<file path="src/rtl/core/rult_pkg.sv">
// Shared types and command codes for the unstable log tracker.
// No dependencies; used by the controller, the datapath and the top level.
package rult_pkg;

  localparam int unsigned IDX_W = 64;
  localparam int unsigned CMD_W = 3;

  localparam logic [CMD_W-1:0] CMD_LOOKUP  = 3'd0;
  localparam logic [CMD_W-1:0] CMD_STABLE  = 3'd1;
  localparam logic [CMD_W-1:0] CMD_SNAP_ST = 3'd2;
  localparam logic [CMD_W-1:0] CMD_RESTORE = 3'd3;
  localparam logic [CMD_W-1:0] CMD_APPEND  = 3'd4;

  typedef enum logic [3:0] {
    ST_IDLE = 4'b0001,
    ST_LOOK = 4'b0010,
    ST_EXEC = 4'b0100,
    ST_OUT  = 4'b1000
  } state_t;

  // Controller commands to the datapath
  typedef struct packed {
    logic load;   // capture item, start index subtract
    logic look;   // range compares, slot select, ring read
    logic exec;   // state update, ring write, result capture
  } ctl_t;

endpackage

</file>
<file path="src/rtl/core/rult_ctrl.sv">
// Sequencing state machine for the unstable log tracker.
// Depends on rult_pkg; drives the command struct into rult_dp.
module rult_ctrl (
  input  logic          clk,
  input  logic          rst_n,
  input  logic          in_valid,
  output logic          in_ready,
  output logic          out_valid,
  input  logic          out_ready,
  output rult_pkg::ctl_t ctl
);

  rult_pkg::state_t state_r, state_nxt;

  always_comb begin
    state_nxt = state_r;
    unique case (state_r)
      rult_pkg::ST_IDLE: if (in_valid) state_nxt = rult_pkg::ST_LOOK;
      rult_pkg::ST_LOOK: state_nxt = rult_pkg::ST_EXEC;
      rult_pkg::ST_EXEC: state_nxt = rult_pkg::ST_OUT;
      rult_pkg::ST_OUT:  if (out_ready) state_nxt = rult_pkg::ST_IDLE;
      default:           state_nxt = rult_pkg::ST_IDLE;
    endcase
  end

  always_ff @(posedge clk) begin
    if (!rst_n) begin
      state_r <= rult_pkg::ST_IDLE;
    end else begin
      state_r <= state_nxt;
    end
  end

  assign in_ready  = (state_r == rult_pkg::ST_IDLE);
  assign out_valid = (state_r == rult_pkg::ST_OUT);
  assign ctl.load  = in_ready && in_valid;
  assign ctl.look  = (state_r == rult_pkg::ST_LOOK);
  assign ctl.exec  = (state_r == rult_pkg::ST_EXEC);

endmodule

</file>
<file path="config.mk">
export PLATFORM = sky130hd
export DESIGN_NAME = rult_ctrl
export DESIGN_NICKNAME = d
export VERILOG_FILES = /design/src/rtl/core/rult_pkg.sv /design/src/rtl/core/rult_ctrl.sv
export SDC_FILE = /design/constraint.sdc
export NUM_CORES = 1
export LEC_CHECK = 0
export BUFFER_PORTS_ARGS = -buffer_cell sky130_fd_sc_hd__buf_2
export CELL_PAD_IN_SITES_DETAIL_PLACEMENT = 1
export CELL_PAD_IN_SITES_GLOBAL_PLACEMENT = 2
export CORE_AREA = 2 2 39 41
export CTS_CLUSTER_DIAMETER = 50
export DETAILED_ROUTE_END_ITERATION = 8
export DIE_AREA = 0 0 41 43
export GPL_TIMING_DRIVEN = 0
export PLACE_DENSITY = 0.66
export SYNTH_ARGS = -nofsm -noshare
export SYNTH_HDL_FRONTEND = slang
export SYNTH_SLANG_ARGS = --single-unit
</file>
<file path="constraint.sdc">
create_clock -name clk -period 2 [get_ports clk]
set_clock_uncertainty 0.2 [all_clocks]
set_input_delay 0.3 -clock clk [delete_from_list [all_inputs] [get_ports clk]]
set_output_delay 0.3 -clock clk [all_outputs]
set_load 0.05 [all_outputs]
</file>
==> qor.csv, run 1 <==
metric;value;unit
fill cell count;162;
Leak Pwr;0.0001523;uW
Post-CTS Setup Bufs;0;
Die Width;41;microns
P&R area growth vs syn;35.27;%
Worst EP required;1.50;ns
Slew HR;0.8186;
WHS Endpoint;state_r[0];
crit-path max FO;7;
initial antenna violation count;0;
total congestion overflow;0;
fin area;350.3;sq um
worst skew pair latency;0.23;ns
Reg area;80.08;sq um
die area;1763;sq um
drt first pass iters;1;
post-synthesis sequential area ratio;0.3092;
Residual DRC;0;
layout net count;41;
worst reg2reg path depth;3;
Syn Nets;28;
Avg Vias per Cell;4.078;
Total Power;287.4;uW
flops & latches, synth;4;
Placed Area;325.3;sq um
Port Buffers;8;
worst slew pin tran;0.2709;ns
crit path DAT;1.40;ns
vias;208;
GPL Wtd Cong;0.7601;
Tot GR Track Use;0.08225;
WL per Instance;11.20;microns
Ys Warns;0;
root buffer cell;clkbuf_4;
Clock Pin Slew Worst Setup and Hold Paths;0.03;ns
antenna cells;0;
r2r endpoint;state_r[0];
RSZ-0062 raised after global routing;no;
Hold Path Depth;2;
crit path kind;reg2out;
R2R setup slack;0.72;ns
CTS max path bufs;2;
Max-Cap Viols;0;
Post-Syn Area per Cell;10.79;sq um
first-pass GRT wire length;952;microns
status;completed;
total wire length;571;microns
worst vdd ir;143.3;uV
CTS tree;yes;
Boundary Pins;9;
top flop regs;state_r: 4 flops;
Fmax;526.8;MHz
Worst setup EP type;output pin;
multi-input logic area;155.1;sq um
Hold Worst Slack;0.08941;ns
Post-CTS Hold Buffers;0;
largest net degree at the start of global routing;8;
Core ar.;1384;sq um
Die H;43;microns
floorplan row count;14;
final worst path period need;1.898;ns
vias in the first global route;233;
layout cell share with drive strength beyond 1;0.6000;
Final Setup Violations;0;
Final Max Tran Viols;0;
Synth Cell Area;259.0;sq um
Hold Startpoint;rst_n;
iteration-0 DRC count of the detailed router;0;
Syn Inst Count;24;
max reg flops;4;
Tcrit/Tclk final;0.9491;
antenna-violating nets left;0;
reg2reg start;state_r[2];
Core Util, Final;0.2532;
CP Launch Type;register;
Setup TNS;0;ns
HP Class;in2reg;
initial cell density of the core;0.1872;
Fin. Hold Viols;0;
library cells used by synthesis;15;
TritonCTS buffer count;3;
Largest Register;state_r;
htree depth;1;
placed wire-length estimate;460;microns
PD cells;820.5;nW/um^2
clock sinks;4;
[worst max path at each step]
stage / startpoint / to / slack [ns] / cells past startpoint
after floorplan: state_r[1] / ctl[2] / -0.06 / 3
after global placement: state_r[1] / ctl[2] / 0.32 / 4
after detailed placement: state_r[1] / ctl[2] / 0.31 / 4
after CTS: state_r[1] / ctl[2] / 0.05 / 4
after global routing: state_r[2] / ctl[0] / 0.002 / 4
final: state_r[1] / ctl[2] / 0.10 / 4
[cell type report]
class                   instances  share of cell area
flip-flops and latches          4              0.2286
multi-input cells              17              0.4429
well taps                      16             0.05714
repair buffers                  8              0.1214
clock buffers                   3             0.06429
plain buffers                   3             0.08571
[power by group]
group	internal, uW	switching, uW
clock	67.0	30.9
combinational	39.7	60.5
sequential	86.0	3.47
total	193	94.8
[logic make-up (layout without fill, tap and decap cells)]
family / Yosys count / count (layout) / synth area share
simple gates: 14 / 14 / 0.4589
flops: 4 / 4 / 0.3092
buf+inv: 3 / 14 / 0.1159
compound gates: 2 / 2 / 0.08212
xor+xnor: 1 / 1 / 0.03382
[what timing repair did]
item	4_1_cts	5_1_grt
endpoints found under the hold margin	0	0
setup endpoints to repair	0	1
resized for setup	0	1
[synthesized netlist by cell type, drive strengths merged]
cell type  number  area (sq um)
xnor2           1         8.760
buf             3         30.03
o21ai           1         5.000
and3            2         12.51
nor2            1         3.750
dfxtp           4         80.08
nor4b           2         38.78
nor4            1         12.51
o311ai          1         16.27
nand2b          3         18.77
and2            2         12.51
nor3            3         20.02
[per-stage QoR]
step                      setup WS, ns  instances
after detailed placement        0.3066         48
after global placement          0.3241         48
after CTS                      0.05369         51
final                           0.1018         51
after global routing          0.001676         51
after floorplan               -0.06323         24
[metal layers]
metal	vias up	part of all wire	track usage
met5	-	0	0
met4	0	0	0.08000
met3	0	0.012	0
met2	3	0.56	0.1156
met1	99	0.43	0.1058
li1	106	-	-
[cells in the final DEF (no fill, tap or decap)]
cell type,instances
nor4_2,1
buf_2,7
dfxtp_1,4
nor4b_2,1
o311ai_2,1
buf_4,1
o21ai_1,1
clkbuf_4,4
buf_6,2
nor2_1,1
nand2b_1,3
xnor2_1,1
and2_1,1
nor3_2,2
nor4b_4,1
nor3_1,1
and2_2,1
and3_1,2
[worst max-delay path, stage by stage (launching register included)]
cell      delay (ns)
dfxtp_1         0.30
buf_6           0.13
nor4b_4         0.33
and2_2          0.19
clkbuf_4        0.22
(Power assumes the default switching activity.)
==> run 2: changes to the inputs <==
--- a/config.mk
+++ b/config.mk
@@ -14,6 +14,7 @@
 export DIE_AREA = 0 0 41 43
 export GPL_TIMING_DRIVEN = 0
 export PLACE_DENSITY = 0.66
+export RECOVER_POWER = 25
 export SYNTH_ARGS = -nofsm -noshare
 export SYNTH_HDL_FRONTEND = slang
 export SYNTH_SLANG_ARGS = --single-unit
==> run 2 against run 1 <==
  * Combinational power barely moved
  * Worst hold slack barely moved
  * Sequential share of layout area rose by 0.42 points
  * Sequential power barely moved
  * First-iteration DRC count did not move
  * Final area fell by 1.8%
  * Register-to-register slack improved by 0.02 ns
  * Setup slack barely moved
  * Global-route usage did not move
  * Power fell by 0.33%
==> qor.csv, run 2 (synthesized netlist as in run 1, its figures left out) <==
metric;value;unit
antenna-violating nets left;0;
floorplan row count;14;
Fmax;526.9;MHz
top flop regs;state_r: 4 flops;
Worst EP required;1.50;ns
Tot GR Track Use;0.08225;
Worst setup EP type;output pin;
Fin. Hold Viols;0;
clock power share;0.342;
initial cell density of the core;0.1872;
Final Max Tran Viols;0;
Clock Pin Slew Worst Setup and Hold Paths;0.03;ns
largest net degree at the start of global routing;8;
Avg Vias per Cell;4.157;
Comb pwr share;0.346;
Hold Worst Slack;0.08917;ns
Core Util, Final;0.2486;
GPL Wtd Cong;0.7601;
most common cell after layout, fill and taps aside;buf_2;
CP Launch Type;register;
Net Sw Power;94.28;uW
Leak Pwr;0.0001513;uW
crit path DAT;1.40;ns
worst vdd ir;143.3;uV
final worst path period need;1.898;ns
fill cell count;163;
placed wire-length estimate;460;microns
switching part of the total power;0.3291;
htree depth;1;
P&R area growth vs syn;32.85;%
total wire length;562;microns
drt first pass iters;1;
CTS max path bufs;2;
antenna cells;0;
Residual DRC;0;
iteration-0 DRC count of the detailed router;0;
CTS tree;yes;
crit-path max cell delay;0.33;ns
first-pass GRT wire length;952;microns
Sequential Power Share;0.312;
max reg flops;4;
TritonCTS buffer count;3;
layout net count;41;
CP max-delay cell;nor4b_4;
vias;212;
total congestion overflow;0;
crit path kind;reg2out;
worst skew pair latency;0.23;ns
layout cell share with drive strength beyond 1;0.5714;
most frequent cells in the layout;buf_2 (7), clkbuf_4 (4), dfxtp_1 (4);
Boundary Pins;9;
PD cells;832.7;nW/um^2
crit-path max FO;7;
Die Width;41;microns
clock sinks;4;
Final Setup Violations;0;
worst slew pin tran;0.2835;ns
Pint;192.2;uW
Max-Cap Viols;0;
RSZ-0062 raised after global routing;no;
crit-path cells;buf_6 -> nor4b_4 -> and2_2 -> clkbuf_4;
initial antenna violation count;0;
vias in the first global route;233;
Port Buffers;8;
status;completed;
die area;1763;sq um
WL per Instance;11.02;microns
Setup TNS;0;ns
HP Class;in2reg;
R2R setup slack;0.74;ns
Post-CTS Setup Bufs;0;
Tcrit/Tclk final;0.9490;
Slew HR;0.8083;
root buffer cell;clkbuf_4;
Die H;43;microns
Largest Register;state_r;
Core ar.;1384;sq um
run 2: cell counts in the layout (fill, tap and decap cells not counted):
No cell type changed its count.
run 2: final cells by class:
class	instances	area, sq um	share of cell area
Tap cell	16	20.02	0.05818
Buffer	3	30.03	0.08727
Sequential cell	4	80.08	0.2327
Timing Repair Buffer	8	42.54	0.1236
Multi-Input combinational cell	17	148.9	0.4327
Clock buffer	3	22.52	0.06545
run 2: routing by layer:
metal | vias to the layer above | global-route usage | wire length (microns)
met4 | 0 | 0.08000 | 0
met3 | 0 | 0 | 7
met2 | 3 | 0.1156 | 321
li1 | 106 | - | -
met1 | 103 | 0.1058 | 233
met5 | - | 0 | 0
run 2: power groups by stage:
stage / logic [uW] / registers (uW) / clock network (uW)
2_1_floorplan: 81.5 / 89.9 / 0
3_3_place_gp: 98.0 / 90.2 / 0
3_5_place_dp: 100 / 90.9 / 0
4_1_cts: 100 / 89.6 / 104
5_1_grt: 106 / 89.9 / 105
6_report: 99.2 / 89.3 / 98.0
run 2: critical path, delay by kind of cell (launching register included):
kind	cells	cell delay, ns
and+or+nand+nor	2	0.52
buffers and inverters	2	0.35
DFF	1	0.30
run 2: worst paths after layout:
check / from / end / depth (start not counted)
hold / removal: rst_n / state_r[0] / 2
setup reg to reg: state_r[2] / state_r[0] / 3
hold reg to reg: state_r[1] / state_r[3] / 3
setup / recovery: state_r[1] / ctl[2] / 4
run 2: metrics by stage:
step / total power [uW] / worst slack [ns] / instances / area (sq um)
floorplan: 171.4 / -0.06323 / 24 / 265.3
global placement: 188.2 / 0.3241 / 48 / 325.3
detailed placement: 191.0 / 0.3066 / 48 / 325.3
CTS: 294.3 / 0.05369 / 51 / 347.8
global route: 300.7 / 0.02094 / 51 / 344.1
finish: 286.5 / 0.1021 / 51 / 344.1
run 2: timing repair:
item,CTS,global route
resized for setup,0,1
hold buffers,0,0
endpoints found under the setup margin,0,1
